### config.mk
export PLATFORM = sky130hd
export DESIGN_NAME = tpcs_queue
export DESIGN_NICKNAME = d
export VERILOG_FILES = /design/src/sv/tpcs_pkg.sv /design/src/sv/tpcs_queue.sv
export SDC_FILE = /design/constraint.sdc
export NUM_CORES = 1
export LEC_CHECK = 0
export BUFFER_PORTS_ARGS = -buffer_cell sky130_fd_sc_hd__buf_2
export CORE_UTILIZATION = 40
export CTS_CLUSTER_DIAMETER = 200
export CTS_CLUSTER_SIZE = 40
export DETAILED_ROUTE_END_ITERATION = 6
export MAX_ROUTING_LAYER = met4
export PLACE_DENSITY = 0.63
export SYNTH_ARGS = -nofsm -noshare
export SYNTH_HDL_FRONTEND = slang
export SYNTH_SLANG_ARGS = --single-unit
export TNS_END_PERCENT = 30
### constraint.sdc
create_clock -name clk -period 6.1 [get_ports clk]
set_clock_uncertainty 0.05 [all_clocks]
set_input_delay 0.915 -clock clk [delete_from_list [all_inputs] [get_ports clk]]
set_output_delay 0.915 -clock clk [all_outputs]
set_load 0.01 [all_outputs]
### src/sv/tpcs_pkg.sv
`timescale 1ns / 1ps
// Shared types and constants for the tuner port command sequencer.
// Depends on nothing; every other file of the block imports it.
package tpcs_pkg;

    // Field widths
    localparam int CMD_W    = 2;
    localparam int FREQ_W   = 24;
    localparam int VOL_W    = 8;
    localparam int STATUS_W = 8;
    localparam int VALUE_W  = 8;
    localparam int DELAY_W  = 22;
    localparam int SIG_W    = 16;

    // Command codes
    localparam logic [CMD_W-1:0] CMD_FREQ   = 2'd0;
    localparam logic [CMD_W-1:0] CMD_VOLUME = 2'd1;
    localparam logic [CMD_W-1:0] CMD_INIT   = 2'd2;
    localparam logic [CMD_W-1:0] CMD_READ   = 2'd3;

    // Port values
    localparam logic [VALUE_W-1:0] BASE_WORD     = 8'hD0;
    localparam logic [VALUE_W-1:0] MUTE_OFF      = 8'h08;
    localparam logic [VALUE_W-1:0] VAL_VOL_ZERO  = 8'h48;
    localparam logic [VALUE_W-1:0] VAL_VOL_UP    = 8'h98;
    localparam logic [VALUE_W-1:0] VAL_VOL_DOWN  = 8'h58;
    localparam logic [VALUE_W-1:0] VAL_VOL_STOP  = 8'hD8;
    localparam logic [VALUE_W-1:0] VAL_INIT      = 8'h90;
    localparam logic [VALUE_W-1:0] VAL_INIT_DONE = 8'hC0;
    localparam logic [VALUE_W-1:0] BIT_CLOCK     = 8'h01;
    localparam logic [VALUE_W-1:0] BIT_ONE       = 8'h04;
    localparam logic [VALUE_W-1:0] BIT_STROBE    = 8'h02;

    localparam logic [SIG_W-1:0] SIGNAL_TUNED = 16'hFFFF;
    localparam int STATUS_BUSY_BIT = 1;

    // Delays in microseconds
    localparam logic [DELAY_W-1:0] BIT_PAUSE_US  = 22'd1000;
    localparam logic [DELAY_W-1:0] INIT_PAUSE_US = 22'd3000000;
    localparam logic [11:0]        VOL_STEP_US   = 12'd3000;
    localparam int RAMP_W = VOL_W + 12;

    // Frequency word: (f + 171200) / 800 = ((f + 171200) >> 5) / 25.
    // The divide by 25 is a multiply by ceil(2^25 / 25) and a shift by 25,
    // exact for every dividend below 2^20.
    localparam int SUM_W   = FREQ_W + 1;
    localparam logic [SUM_W-1:0] FREQ_OFFSET = 25'd171200;
    localparam int DIVD_W  = SUM_W - 5;
    localparam int RECIP_W = 21;
    localparam logic [RECIP_W-1:0] RECIP_25 = 21'd1342178;
    localparam int RECIP_SHIFT = 25;
    localparam int PROD_W  = DIVD_W + RECIP_W;
    localparam int WORD_W  = 15;

    // Fixed trailer of the serial frame, first bit sent in bit 0
    localparam int TRAILER_LEN = 10;
    localparam logic [TRAILER_LEN-1:0] TRAILER = 10'b10_1000_0000;

    localparam int QUEUE_DEPTH = 2;

    typedef enum logic [2:0] {
        JOB_FREQ,
        JOB_MUTE,
        JOB_VOL,
        JOB_INIT,
        JOB_READ
    } job_kind_t;

    typedef struct packed {
        job_kind_t             kind;
        logic                  on;          // 1 when audio is not muted
        logic [WORD_W-1:0]     word;
        logic                  has_ramp;
        logic [VALUE_W-1:0]    ramp_value;
        logic [DELAY_W-1:0]    ramp_delay;
        logic                  tuned;
    } job_t;

    typedef struct packed {
        logic valid;
        logic full;
    } q_stat_t;

endpackage

### src/sv/tpcs_queue.sv
`timescale 1ns / 1ps
// Short job queue between the front end and the sequencer.
// Depends on tpcs_pkg.
module tpcs_queue
    import tpcs_pkg::*;
(
    input  logic    clk,
    input  logic    rst_n,
    input  logic    push,
    input  job_t    wr_data,
    input  logic    pop,
    output q_stat_t stat,
    output job_t    rd_data
);

    localparam int PTR_W = $clog2(QUEUE_DEPTH);
    localparam int CNT_W = $clog2(QUEUE_DEPTH + 1);

    job_t               entry_reg [QUEUE_DEPTH];
    logic [PTR_W-1:0]   wr_ptr_reg, wr_ptr_next;
    logic [PTR_W-1:0]   rd_ptr_reg, rd_ptr_next;
    logic [CNT_W-1:0]   count_reg, count_next;

    assign stat.valid = count_reg != '0;
    assign stat.full  = count_reg == CNT_W'(QUEUE_DEPTH);
    assign rd_data    = entry_reg[rd_ptr_reg];

    always_comb
    begin
        wr_ptr_next = push ? wr_ptr_reg + 1'b1 : wr_ptr_reg;
        rd_ptr_next = pop  ? rd_ptr_reg + 1'b1 : rd_ptr_reg;
        count_next  = count_reg;
        if (push && !pop)
            count_next = count_reg + 1'b1;
        else if (pop && !push)
            count_next = count_reg - 1'b1;
    end

    always_ff @(posedge clk or negedge rst_n)
    begin
        if (!rst_n)
        begin
            wr_ptr_reg <= '0;
            rd_ptr_reg <= '0;
            count_reg  <= '0;
        end
        else
        begin
            wr_ptr_reg <= wr_ptr_next;
            rd_ptr_reg <= rd_ptr_next;
            count_reg  <= count_next;
        end
    end

    always_ff @(posedge clk)
    begin
        if (push)
            entry_reg[wr_ptr_reg] <= wr_data;
    end

    a_no_overflow: assert property (@(posedge clk) disable iff (!rst_n)
        push |-> (!stat.full || pop))
        else $error("job queue written while full");

    a_no_underflow: assert property (@(posedge clk) disable iff (!rst_n)
        pop |-> stat.valid)
        else $error("job queue read while empty");

endmodule

# Word level (Yosys, flattened, before mapping)

Memory sizes are Yosys's and may differ from the RTL's.
Index checks and enable logic that the tools add are counted.

Logic and storage cells: 19
Register bits after elaboration: 4
Output and inout bits: 53
Memories kept: 1
Bits in writable memories: 102
Bits of input ports: 55

Memories:

| memory    | words | bits a word | rd ports | clocked after Yosys merged registers in | wr ports | line             | source |
|---|---|---|---|---|---|---|---|
| entry_reg | 2     | 51          | 1        | 0                                       | 1        | tpcs_queue.sv:19 | `job_t entry_reg [QUEUE_DEPTH];` |

Add/subtract/negate cells: 4
Multiplexer cells: 4
Reductions and logical operators: 6
Equality and inequality tests: 1

Operators by type and width:

| operator                                                           | count |
|---|---|
| 2-bit two-way mux                                                  | 2 |
| 2-bit nonzero test                                                 | 2 |
| 1-bit adder, second input constant                                 | 2 |
| 2-bit by 1-bit adder with 2-bit output, second input constant      | 1 |
| 2-bit equality test, second input constant                         | 1 |
| 1-bit logical AND                                                  | 2 |
| 1-bit logical NOT                                                  | 2 |
| 1-bit two-way mux                                                  | 2 |
| 2-bit by 1-bit subtractor with 2-bit output, second input constant | 1 |

# Depth between registers and ports, before layout

Depth after elaboration: 4
Mapped depth: 5
Mapped depth without buffers: 5

# Worst setup path before layout

OpenSTA, ideal clock, no wires.

Path type: input -> register
Start point: input push
End point: memory entry_reg[0][0] in the netlist's numbering, enable pin
Required time: 5.584 ns
Arrival time: 3.174 ns
Cell stages on the path: 1
Path buffers: 0
Slack: 2.410 ns
Setup time: 0.466 ns
Cells stage by stage: nor2b_1

Longest elaborated chain between the ends: 2

RTL lines:

| item                                    | line             | source |
|---|---|---|
| start, declared                         | tpcs_queue.sv:9  | `input logic push,` |
| 1-bit two-way mux                       | tpcs_queue.sv:57 | `if (push)` |
| 1-bit two-way mux (implied by the code) | tpcs_queue.sv:58 | `entry_reg[wr_ptr_reg] <= wr_data;` |
| end, declared                           | tpcs_queue.sv:19 |  |

Every way passes these cells.

==> flow_metrics.py <==
metrics = {
    "outcome": {
        "status": "complete, no violations",
    },
    "sta": {
        "relSlewSlack_pct": 34.6,
        "finalMaxSlewViolations": 0,
        "finalCritPeriodShare_pct": 48.7,
        "rsz0062_at_grt": "false",
        "worst_slew_pin_slew_ns": 0.981,
        "period_needed_ns": 2.97,
        "setup_violations": 0,
        "final_hold_viol_count": 0,
        "finalSetupTns_ns": 0,
        "holdWs_ns": 0.307,
        "max_freq_mhz": 337,
    },
    "global_routing": {
        "grt_util_all_layers_pct": 12.7,
        "top_usage_layer": "met2",
        "met2_usage_pct": 21.1,
        "grt_overflow": 0,
        "antenna_found_initial": 0,
        "use_met3_pct": 3.71,
        "grt_max_degree": 53,
        "grt_pass1_wl_um": 9820,
        "grt_pass1_vias": 1979,
        "gr-usage-met1_pct": 14.3,
    },
    "final_layout": {
        "drive_gt1_share_pct": 60.5,
        "utilization_pct": 49.8,
        "largest_register_ff_count": 102,
        "stdcell_area_sq_mm": 0.00492,
        "fin_nets": 345,
        "syn2layout_area_growth_pct": 19.3,
        "diodes": 0,
    },
    "clocking": {
        "cts_buffer_depth": 2,
        "cts_hold_buffers": 0,
        "cts_resized": 0,
        "post_cts_buffers": 0,
        "root_buffer": "clkbuf_8",
        "cts_sinks": 106,
        "clk_latency_ns": 0.34,
        "cts_buffers": 9,
        "clk_pin_slew_ns": 0.09,
        "cts_tree": "done",
        "cts-htree-levels": 3,
    },
    "power_and_ir_drop": {
        "p_leak_nw": 1.98,
        "clock_power_share_pct": 18.0,
        "pwr-share-comb_pct": 30.0,
        "p_seq_share_pct": 51.9,
        "power.switching_uw": 624,
        "powerDensity_mw_per_mm2": 431,
        "peakVddDrop_v": 0.000363,
        "p_int_mw": 1.50,
        "sw_frac_of_total_pct": 29.5,
    },
    "die": {
        "core_area_sq_mm": 0.00986,
        "dieArea_sq_mm": 0.0107,
        "die_h_um": 104,
        "io_pins": 108,
        "start_util_pct": 41.8,
        "fp-row-count": 36,
        "fp.dieW_um": 104,
    },
    "worst_setup_path": {
        "worst-path-buf-inv": 1,
        "crit_slowest_cell": "dfrtp_4",
        "required_ns": 5.13,
        "critPathKind": "flop to output port",
        "crit_arrival_ns": 2.01,
        "crit_path_end_kind": "output port",
        "crit_chain": "mux2_2 > buf_2",
        "crit_family": "flip-flops",
        "path_max_fanout": 52,
        "cpPeakStageDelay_ns": 1.06,
        "startpoint_type": "flop",
    },
    "hold_path": {
        "hold_class": "input port to async pin",
    },
    "logic_synthesis": {
        "synth.net_count": 231,
        "synth_seq_cells": 106,
        "yosysSeqAreaShare_pct": 76.7,
        "synth_area_sq_mm": 0.00412,
        "syn_inst": 175,
        "syn_area_per_cell_sq_um": 23.6,
        "synthDistinctLibCells": 14,
        "yosys_warnings": 0,
    },
    "routing": {
        "viasPerCell": 4.61,
        "post_drt_wl_per_cell_um": 15.1,
        "drc": 0,
        "routed_wl_um": 6450,
        "antenna_left": 0,
        "dr.pass1.iters": 4,
        "via_count": 1968,
        "drt_iter0_markers": 53,
    },
    "run": {
        "drv_cap": 0,
    },
    "placement": {
        "numPortBuffers": 107,
        "routabilityCongestion": 0.638,
        "place_area_sq_mm": 0.00474,
        "dp_hpwl_um": 4060,
    },
}
## metrics by stage
stage	setup WS [ns]	cells	total power [mW]
after global routing	3.02	427	2.23
after CTS	3.08	427	2.16
after floorplan	2.41	175	1.60
final	3.13	427	2.12
after detailed placement	3.48	411	1.77
after global placement	3.47	411	1.76
## cell usage after synthesis, drive strengths merged
| cell type | instances | area [sq um] |
|---|---|---|
| nor2b | 2 | 12.5 |
| xor2 | 4 | 35.0 |
| and2 | 1 | 6.26 |
| edfxtp | 102 | 3060 |
| dfrtp | 4 | 100 |
| ha | 1 | 12.5 |
| mux2 | 51 | 758 |
| xnor2 | 1 | 8.76 |
| nor2 | 1 | 3.75 |
| buf | 6 | 111 |
| or2 | 1 | 6.26 |
| inv | 1 | 3.75 |
## worst paths after layout
check	depth (start not counted)	start	slack [ns]	to
worst min register to register	1	count_reg[1]$_DFFE_PN0P_	0.46	count_reg[1]$_DFFE_PN0P_
worst min-delay path	1	rst_n	0.31	count_reg[1]$_DFFE_PN0P_
worst max register to register	2	wr_ptr_reg$_DFFE_PN0P_	4.52	entry_reg[1][31]$_DFFE_PP_
min in group clk	1	count_reg[1]$_DFFE_PN0P_	0.46	count_reg[1]$_DFFE_PN0P_
worst max-delay path	2	rd_ptr_reg$_DFFE_PN0P_	3.13	rd_data[30]
max in group asynchronous	1	rst_n	5.56	rd_ptr_reg$_DFFE_PN0P_
## logic make-up (layout without fill, tap and decap cells)
kind of cell / Yosys count / after routing / share of synthesized area [%]
buffers and inverters: 7 / 126 / 2.79
flip-flops: 106 / 106 / 76.7
multiplexers: 51 / 51 / 18.4
adder cells (fa/ha/maj): 1 / 1 / 0.304
XOR/XNOR: 5 / 5 / 1.06
AND/OR/NAND/NOR: 5 / 5 / 0.698
## power by group through the flow
stage                     clock, mW  combinational [mW]  sequential [mW]
after floorplan                   0               0.580             1.02
after global placement            0               0.645             1.12
after detailed placement          0               0.648             1.13
after CTS                     0.401               0.650             1.11
after global routing          0.425               0.679             1.12
final                         0.383               0.636             1.10
## cells in the final DEF, fill, tap and decap left out, types with 2 or more instances in the layout
master    instances
buf_2           107
clkinv_1          2
edfxtp_1        102
mux2_4           49
mux2_2            2
clkinv_4          2
xor2_1            4
dfrtp_1           3
buf_4             2
clkbuf_8          9
## per-layer routing
metal,part of all wire (%),vias to the layer above
met2,51,70
met1,41,983
met4,1.8,0
met5,0,-
li1,-,907
met3,5.4,8
## cell type report
type	count	area (sq um)
fill	841	4950
sequential	106	3170
multi-input combinational	62	852
timing repair buffer	109	551
tap	133	166
clock buffer	9	124
clock inverter	7	52.6
inverter	1	3.75
No activity file was read; power rests on OpenSTA's default activity.
