### src/sv/tpcs_pkg.sv
`timescale 1ns / 1ps
// Shared types and constants for the tuner port command sequencer.
// Depends on nothing; every other file of the block imports it.
package tpcs_pkg;

    // Field widths
    localparam int CMD_W    = 2;
    localparam int FREQ_W   = 24;
    localparam int VOL_W    = 8;
    localparam int STATUS_W = 8;
    localparam int VALUE_W  = 8;
    localparam int DELAY_W  = 22;
    localparam int SIG_W    = 16;

    // Command codes
    localparam logic [CMD_W-1:0] CMD_FREQ   = 2'd0;
    localparam logic [CMD_W-1:0] CMD_VOLUME = 2'd1;
    localparam logic [CMD_W-1:0] CMD_INIT   = 2'd2;
    localparam logic [CMD_W-1:0] CMD_READ   = 2'd3;

    // Port values
    localparam logic [VALUE_W-1:0] BASE_WORD     = 8'hD0;
    localparam logic [VALUE_W-1:0] MUTE_OFF      = 8'h08;
    localparam logic [VALUE_W-1:0] VAL_VOL_ZERO  = 8'h48;
    localparam logic [VALUE_W-1:0] VAL_VOL_UP    = 8'h98;
    localparam logic [VALUE_W-1:0] VAL_VOL_DOWN  = 8'h58;
    localparam logic [VALUE_W-1:0] VAL_VOL_STOP  = 8'hD8;
    localparam logic [VALUE_W-1:0] VAL_INIT      = 8'h90;
    localparam logic [VALUE_W-1:0] VAL_INIT_DONE = 8'hC0;
    localparam logic [VALUE_W-1:0] BIT_CLOCK     = 8'h01;
    localparam logic [VALUE_W-1:0] BIT_ONE       = 8'h04;
    localparam logic [VALUE_W-1:0] BIT_STROBE    = 8'h02;

    localparam logic [SIG_W-1:0] SIGNAL_TUNED = 16'hFFFF;
    localparam int STATUS_BUSY_BIT = 1;

    // Delays in microseconds
    localparam logic [DELAY_W-1:0] BIT_PAUSE_US  = 22'd1000;
    localparam logic [DELAY_W-1:0] INIT_PAUSE_US = 22'd3000000;
    localparam logic [11:0]        VOL_STEP_US   = 12'd3000;
    localparam int RAMP_W = VOL_W + 12;

    // Frequency word: (f + 171200) / 800 = ((f + 171200) >> 5) / 25.
    // The divide by 25 is a multiply by ceil(2^25 / 25) and a shift by 25,
    // exact for every dividend below 2^20.
    localparam int SUM_W   = FREQ_W + 1;
    localparam logic [SUM_W-1:0] FREQ_OFFSET = 25'd171200;
    localparam int DIVD_W  = SUM_W - 5;
    localparam int RECIP_W = 21;
    localparam logic [RECIP_W-1:0] RECIP_25 = 21'd1342178;
    localparam int RECIP_SHIFT = 25;
    localparam int PROD_W  = DIVD_W + RECIP_W;
    localparam int WORD_W  = 15;

    // Fixed trailer of the serial frame, first bit sent in bit 0
    localparam int TRAILER_LEN = 10;
    localparam logic [TRAILER_LEN-1:0] TRAILER = 10'b10_1000_0000;

    localparam int QUEUE_DEPTH = 2;

    typedef enum logic [2:0] {
        JOB_FREQ,
        JOB_MUTE,
        JOB_VOL,
        JOB_INIT,
        JOB_READ
    } job_kind_t;

    typedef struct packed {
        job_kind_t             kind;
        logic                  on;          // 1 when audio is not muted
        logic [WORD_W-1:0]     word;
        logic                  has_ramp;
        logic [VALUE_W-1:0]    ramp_value;
        logic [DELAY_W-1:0]    ramp_delay;
        logic                  tuned;
    } job_t;

    typedef struct packed {
        logic valid;
        logic full;
    } q_stat_t;

endpackage

### src/sv/tpcs_back.sv
`timescale 1ns / 1ps
// Sequencer: expands the job at the queue head into port writes, one per cycle
// while pop keeps up, into a one-entry result register. Depends on tpcs_pkg.
module tpcs_back
    import tpcs_pkg::*;
#(
    parameter int TUNE_BITS = 13
)
(
    input  logic                clk,
    input  logic                rst_n,
    input  q_stat_t             q_stat,
    input  job_t                q_data,
    output logic                q_pop,
    output logic                empty,
    input  logic                pop,
    output logic [VALUE_W-1:0]  port_value,
    output logic                writes_port,
    output logic [DELAY_W-1:0]  delay_us,
    output logic [SIG_W-1:0]    signal,
    output logic                last
);

    localparam int FRAME_BITS   = 1 + TUNE_BITS + TRAILER_LEN;
    localparam int FREQ_RESULTS = 2 * FRAME_BITS + 1;
    localparam int STEP_W       = $clog2(FREQ_RESULTS);
    localparam int BIT_IDX_W    = $clog2(FRAME_BITS);

    logic [STEP_W-1:0]      step_reg, step_next;
    logic                   out_valid_reg, out_valid_next;
    logic [VALUE_W-1:0]     value_reg;
    logic                   writes_reg;
    logic [DELAY_W-1:0]     delay_reg;
    logic [SIG_W-1:0]       signal_reg;
    logic                   last_reg;

    logic                   advance;
    logic [TUNE_BITS-1:0]   word_bits;
    logic [FRAME_BITS-1:0]  frame;
    logic [BIT_IDX_W-1:0]   bit_idx;
    logic                   half;
    logic                   closing;
    logic                   one;
    logic [VALUE_W-1:0]     on_value;
    logic [VALUE_W-1:0]     bit_value;
    logic [VALUE_W-1:0]     r_value;
    logic                   r_writes;
    logic [DELAY_W-1:0]     r_delay;
    logic [SIG_W-1:0]       r_signal;
    logic                   r_last;

    assign advance = q_stat.valid && (!out_valid_reg || pop);
    assign q_pop   = advance && r_last;

    // Frame: start bit, word bits LSB first, then the fixed trailer
    assign word_bits = TUNE_BITS'(q_data.word);
    assign frame     = {TRAILER, word_bits, 1'b0};
    assign bit_idx   = step_reg[BIT_IDX_W:1];
    assign half      = step_reg[0];
    assign closing   = step_reg == STEP_W'(FREQ_RESULTS - 1);
    assign one       = closing ? 1'b0 : frame[bit_idx];
    assign on_value  = q_data.on ? MUTE_OFF : '0;
    assign bit_value = BASE_WORD + on_value + BIT_CLOCK + (one ? BIT_ONE : '0)
                     + (half ? BIT_STROBE : '0);

    always_comb
    begin
        r_value  = '0;
        r_writes = 1'b1;
        r_delay  = '0;
        r_signal = '0;
        r_last   = 1'b1;
        case (q_data.kind)
            JOB_FREQ:
            begin
                r_value = closing ? BASE_WORD + on_value : bit_value;
                r_delay = (!closing && half) ? BIT_PAUSE_US : '0;
                r_last  = closing;
            end
            JOB_MUTE:
            begin
                r_value = BASE_WORD;
            end
            JOB_VOL:
            begin
                if (q_data.has_ramp && step_reg == '0)
                begin
                    r_value = q_data.ramp_value;
                    r_delay = q_data.ramp_delay;
                    r_last  = 1'b0;
                end
                else
                    r_value = VAL_VOL_STOP;
            end
            JOB_INIT:
            begin
                if (step_reg == '0)
                begin
                    r_value = VAL_INIT;
                    r_delay = INIT_PAUSE_US;
                    r_last  = 1'b0;
                end
                else
                    r_value = VAL_INIT_DONE;
            end
            JOB_READ:
            begin
                r_writes = 1'b0;
                r_signal = q_data.tuned ? SIGNAL_TUNED : '0;
            end
            default:
            begin
                r_writes = 1'b0;
            end
        endcase
    end

    always_comb
    begin
        step_next = step_reg;
        if (advance)
            step_next = r_last ? '0 : step_reg + 1'b1;
        out_valid_next = out_valid_reg;
        if (advance)
            out_valid_next = 1'b1;
        else if (pop)
            out_valid_next = 1'b0;
    end

    always_ff @(posedge clk or negedge rst_n)
    begin
        if (!rst_n)
        begin
            step_reg      <= '0;
            out_valid_reg <= 1'b0;
        end
        else
        begin
            step_reg      <= step_next;
            out_valid_reg <= out_valid_next;
        end
    end

    always_ff @(posedge clk)
    begin
        if (advance)
        begin
            value_reg  <= r_value;
            writes_reg <= r_writes;
            delay_reg  <= r_delay;
            signal_reg <= r_signal;
            last_reg   <= r_last;
        end
    end

    assign empty       = !out_valid_reg;
    assign port_value  = value_reg;
    assign writes_port = writes_reg;
    assign delay_us    = delay_reg;
    assign signal      = signal_reg;
    assign last        = last_reg;

    a_step_has_job: assert property (@(posedge clk) disable iff (!rst_n)
        step_reg != '0 |-> q_stat.valid)
        else $error("sequencer mid-job with no job queued");

    a_step_bound: assert property (@(posedge clk) disable iff (!rst_n)
        step_reg <= STEP_W'(FREQ_RESULTS - 1))
        else $error("sequencer step beyond frame length");

endmodule

### config.mk
export PLATFORM = sky130hd
export DESIGN_NAME = tpcs_back
export DESIGN_NICKNAME = d
export VERILOG_FILES = /design/src/sv/tpcs_pkg.sv /design/src/sv/tpcs_back.sv
export SDC_FILE = /design/constraint.sdc
export NUM_CORES = 1
export LEC_CHECK = 0
export ABC_AREA = 1
export BUFFER_PORTS_ARGS = -buffer_cell sky130_fd_sc_hd__buf_2
export CAP_MARGIN = 20
export CORE_MARGIN = 8
export CORE_UTILIZATION = 49
export CTS_BUF_LIST = sky130_fd_sc_hd__clkbuf_4 sky130_fd_sc_hd__clkbuf_8 sky130_fd_sc_hd__clkbuf_16
export DETAILED_ROUTE_END_ITERATION = 8
export PLACE_DENSITY = 0.85
export SLEW_MARGIN = 20
export SYNTH_ARGS = -nofsm -noshare
export SYNTH_HDL_FRONTEND = slang
export SYNTH_SLANG_ARGS = --single-unit
### constraint.sdc
create_clock -name clk -period 2.8 [get_ports clk]
set_input_delay 0.28 -clock clk [delete_from_list [all_inputs] [get_ports clk]]
set_output_delay 0.28 -clock clk [all_outputs]
set_load 0.05 [all_outputs]
---- Yosys cells after proc, flatten, opt, wreduce, memory -nomap -nowiden ----
Index checks and enable logic that the tools add are counted.
storage, ports and cells
  bits in registers ....................... 55
  input bits .............................. 56
  output and inout port bits .............. 50
  word-level logic and storage cells ...... 51
cells by class
  $add $sub $neg .......................... 5
  magnitude comparators ................... 1
  equal/unequal tests ..................... 5
  multiplexer cells ....................... 22
  reduce and logical (&&, ||, !) cells .... 11
operators by type and width
  kind                 number
  $pmux 22 s3          1
  $mux 22              2
  $pmux 8 s4           1
  $mux 16              1
  $mux 8               2
  $mux 10              1
  $add 7x5->8 const A  1
  $add 8x1->8 const B  1
  $add 8x2->8          1
  $add 8x3->8          1
  $mux 1               7
  $mux 7               1
  $add 6x1->6 const B  1
  $eq 3x2->1 const B   2
  $eq 6x6->1 const B   1
  $logic_not 6->1      1
  $lt 5x6->1 const B   1
  $mux 6               1
  $bmux 1 s5           1
  $logic_and 1x1->1    4
  $mux 4               1
  $reduce_or 4->1      1
  $eq 3x1->1 const B   1
  $eq 3x3->1 const B   1
  other kinds (7)      8

---- Logic depth before layout (Yosys ltp) ----
  depth in word-level cells ............... 8
  gate-level depth with buffers ........... 9
  mapped depth without buffers ............ 9

---- Least setup slack after synthesis ----
No wires, ideal clock.
  path kind ............................... register to output
  from .................................... register step_reg[1]
  to ...................................... output q_pop
  arrival time ............................ 1.844 ns
  slack ................................... 0.676 ns
  stages on the path, launching flop included .. 7
  path through ............................ dfrtp_1 -> inv_1 -> ha_1 -> nand3_1 -> nor2_1 -> nor2_2 -> a31oi_1
between the ends
  word-level cells in the longest chain between the ends .. 5
  elaborated cells on any way between the ends .. 7
  classes of those cells .................. eq/ne (1); mux (3); reduce/logical (3)
ends and longest elaborated chain
  what                    line                              text
  start, declared         tpcs_back.sv:29                   logic [STEP_W-1:0] step_reg, step_next;
  start signal, assigned  tpcs_back.sv:139                  step_reg <= step_next;
  $logic_not 6->1         tpcs_back.sv:86, tpcs_back.sv:97
  $logic_and 1x1->1       tpcs_back.sv:86                   if (q_data.has_ramp && step_reg == '0)
  $mux 1                  tpcs_back.sv:86
  $pmux 1 s3 (*)          tpcs_back.sv:73                   case (q_data.kind)
  $logic_and 1x1->1 (*)   tpcs_back.sv:53                   assign q_pop = advance && r_last;
  end, declared           tpcs_back.sv:14                   output logic q_pop,
Mark *: on every way between the ends. The rest lies on a longest branch, timed or not.

---- Worst setup path in the final report ----
Ends and elaborated chain as after synthesis.

==> results.ini <==
[die]
io_pins=106
rows=24
coreArea_mm2=0.00429
die_h_um=82.2
die_area_mm2=0.00676
start_util_pct=50.0
die_x_um=82.2

[timing]
final-hold-violation-count=0
finalSetupViolCount=0
fmax_ghz=0.425
fin_setup_tns_ns=0
setup_ws_ns=0.446
clock_skew_ns=0.00547
slew_headroom_pct=72.8
drv_slew=0
tightest_slew_ns=0.408
min_period_ns=2.35
rsz0062_at_grt=false
period_share_pct=84.1

[critical_path]
cp_data_required_time_ns=2.52
cp.arrival_ns=2.07
cpPeakStageDelay_ns=0.53
reg2reg_depth=8
reg2reg_slack_ns=0.85
crit_type=flop to output port
path_buf_inv=2
cp-end-kind=output port
critPathMaxFanout=14
worst_r2r_endpoint=delay_us[18]$_DFFE_PP_
cp_slowest_cell=dfrtp_1
worstPathCellList=inv_1, ha_1, nand3_1, nor2_1, nor2_2, a31oi_1, buf_2
reg2reg_from=step_reg[1]$_DFFE_PN0P_
critPathLaunchType=flop
worst_path_dominant_cell_family=flip-flops

[global_routing]
grt_pass1_vias=1957
grt_antenna_before_repair=0
grt_max_degree=25
grt_first_pass_wirelength_um=8370
overflow=0
groute.usage.overall_pct=15.6

[synthesis]
synth_area_mm2=0.00215
syn_inst=235
yosysWarningCount=0
ys_ff_latch=40
syn_nets=293
yosysTopAreaCell=edfxtp_1
synth_top_cell_area_share_pct=46.1
yosysSeqAreaShare_pct=54.3
synth_cell_types=30
synth_area_per_cell_um2=9.14
synthTopCellsByArea=edfxtp_1 (46%), nand2_1 (12%), dfrtp_1 (8.2%)

[power_and_ir_drop]
p_leak_nw=1.44
seq_power_share_pct=48.3
switching_share_pct=34.8
p_per_area_mw_per_mm2=553
ir_worst_vdd_mv=0.303
p_int_w=0.000968
switchingPower_w=0.000517
p_comb_share_pct=26.7
clock_power_share_pct=25.0

[route]
wl_per_cell_um=13.7
drt_iter0_markers=81
drt-pass1-iter-count=4
viasPerCell=4.85
drc=0
num_vias=1849
wl_um=5230
final_antenna_net_count=0

[clock_network]
cts_root_buf=clkbuf_8
clock_latency_ns=0.28
clock-sinks=40
ctsHtreeMaxLevel=2
cts_buffers=5
post_cts_resized=0
clk_pin_slew_ns=0.08
clockBufferDepth=2
tritoncts=done

[hold_path]
hp-start=q_data[9]
hold_path_class=primary input to flop
min_path_cells=3
whs_endpoint=delay_us[8]$_DFFE_PP_

[flow_run]
cap_violations=0

[placement]
gp_congestion=0.858
dpl-instance-area_mm2=0.00258
place_ws_ns=0.749
portBuffers=102
hpwl_um=4170

[layout]
syn_to_final_growth_pct=24.9
fin_area_mm2=0.00268
final_cell_mix=buf_2 (102), nand2_1 (68), edfxtp_1 (33)
n_antenna_cell=0
layout-drive-gt1-share_pct=41.0
nets=386
final_common_cell=buf_2
largest_reg_flops=22

[outcome]
status=finished clean

[tightest hold or removal path, stage by stage]
cell	delay, ns
buf_2	0.07
nand2_1	0.04
nand2_1	0.04
[through the flow]
step / cells / total power (W) / hold slack (ns) / util (%)
2_1_floorplan: 235 / 0.00103 / -0.0156 / -
3_3_place_gp: 372 / 0.00112 / 0.122 / 60.2
3_5_place_dp: 372 / 0.00113 / 0.124 / 60.2
4_1_cts: 381 / 0.00150 / 0.253 / 62.5
5_1_grt: 381 / 0.00155 / 0.260 / 62.5
6_report: 381 / 0.00148 / 0.259 / 62.5
[cell usage after synthesis]
| cell type | count |
|---|---|
| a22oi_1 | 1 |
| nand2_4 | 1 |
| inv_2 | 2 |
| nand3_2 | 1 |
| o21ai_0 | 5 |
| nand2_1 | 68 |
| or2_2 | 1 |
| nand3_1 | 13 |
| nand4_2 | 1 |
| nor2_2 | 1 |
| clkinv_1 | 1 |
| buf_4 | 15 |
| buf_2 | 2 |
| a21oi_1 | 6 |
| a31oi_1 | 1 |
| inv_1 | 32 |
| nor2_1 | 18 |
| dfrtp_1 | 7 |
| o21ai_1 | 2 |
| nor2_4 | 3 |
| nand2_2 | 11 |
| edfxtp_1 | 33 |
| buf_6 | 1 |
| buf_12 | 1 |
| nand4_1 | 2 |
| ha_1 | 2 |
| nor3_1 | 1 |
| inv_6 | 1 |
| xor2_1 | 1 |
| nand4_4 | 1 |
[layout make-up]
type | count | area (um2)
Tap cell | 52 | 65.1
Timing Repair Buffer | 105 | 536
Inverter | 36 | 140
Clock buffer | 5 | 68.8
Clock inverter | 3 | 18.8
Fill cell | 378 | 1610
Multi-Input combinational cell | 140 | 688
Sequential cell | 40 | 1170
[power by group through the flow]
stage          clock network (W)  registers, W  logic, W
2_1_floorplan                  0      0.000844  0.000188
3_3_place_gp                   0      0.000728  0.000389
3_5_place_dp                   0      0.000731  0.000396
4_1_cts                 0.000380      0.000717  0.000399
5_1_grt                 0.000403      0.000723  0.000427
6_report                0.000372      0.000717  0.000396
[logic make-up after synthesis]
family,after synthesis,share of synthesized area (%)
adder cells (fa/ha/maj),2,1.16
AO/OA/AOI/OAI,15,3.67
XOR/XNOR,1,0.408
buffers and inverters,55,13.7
flip-flops,40,54.3
AND/OR/NAND/NOR,122,26.8
[how the worst max path moves through the flow]
| stage | startpoint | end | slack [ns] | depth (start not counted) |
|---|---|---|---|---|
| floorplan | step_reg[1]$_DFFE_PN0P_ | q_pop | 0.68 | 6 |
| global placement | step_reg[1]$_DFFE_PN0P_ | q_pop | 0.80 | 6 |
| detailed placement | step_reg[1]$_DFFE_PN0P_ | q_pop | 0.75 | 7 |
| CTS | step_reg[1]$_DFFE_PN0P_ | q_pop | 0.43 | 7 |
| global route | step_reg[1]$_DFFE_PN0P_ | q_pop | 0.28 | 7 |
| finish | step_reg[1]$_DFFE_PN0P_ | q_pop | 0.45 | 7 |
[per-layer routing]
metal  wire length, um  up-vias  global-route usage, %
met5                 0        -                      0
met4                91        0                   5.26
met1              1890      839                   16.1
met2              2650       85                   29.0
met3               602       10                   5.09
li1                  -      915                      -
[timing repair]
item | CTS | global route
setup buffers | 0 | 0
hold buffers | 1 | 0
endpoints found under the hold margin | 7 | 0
endpoints found under the setup margin | 0 | 0
(Power assumes the default switching activity.)
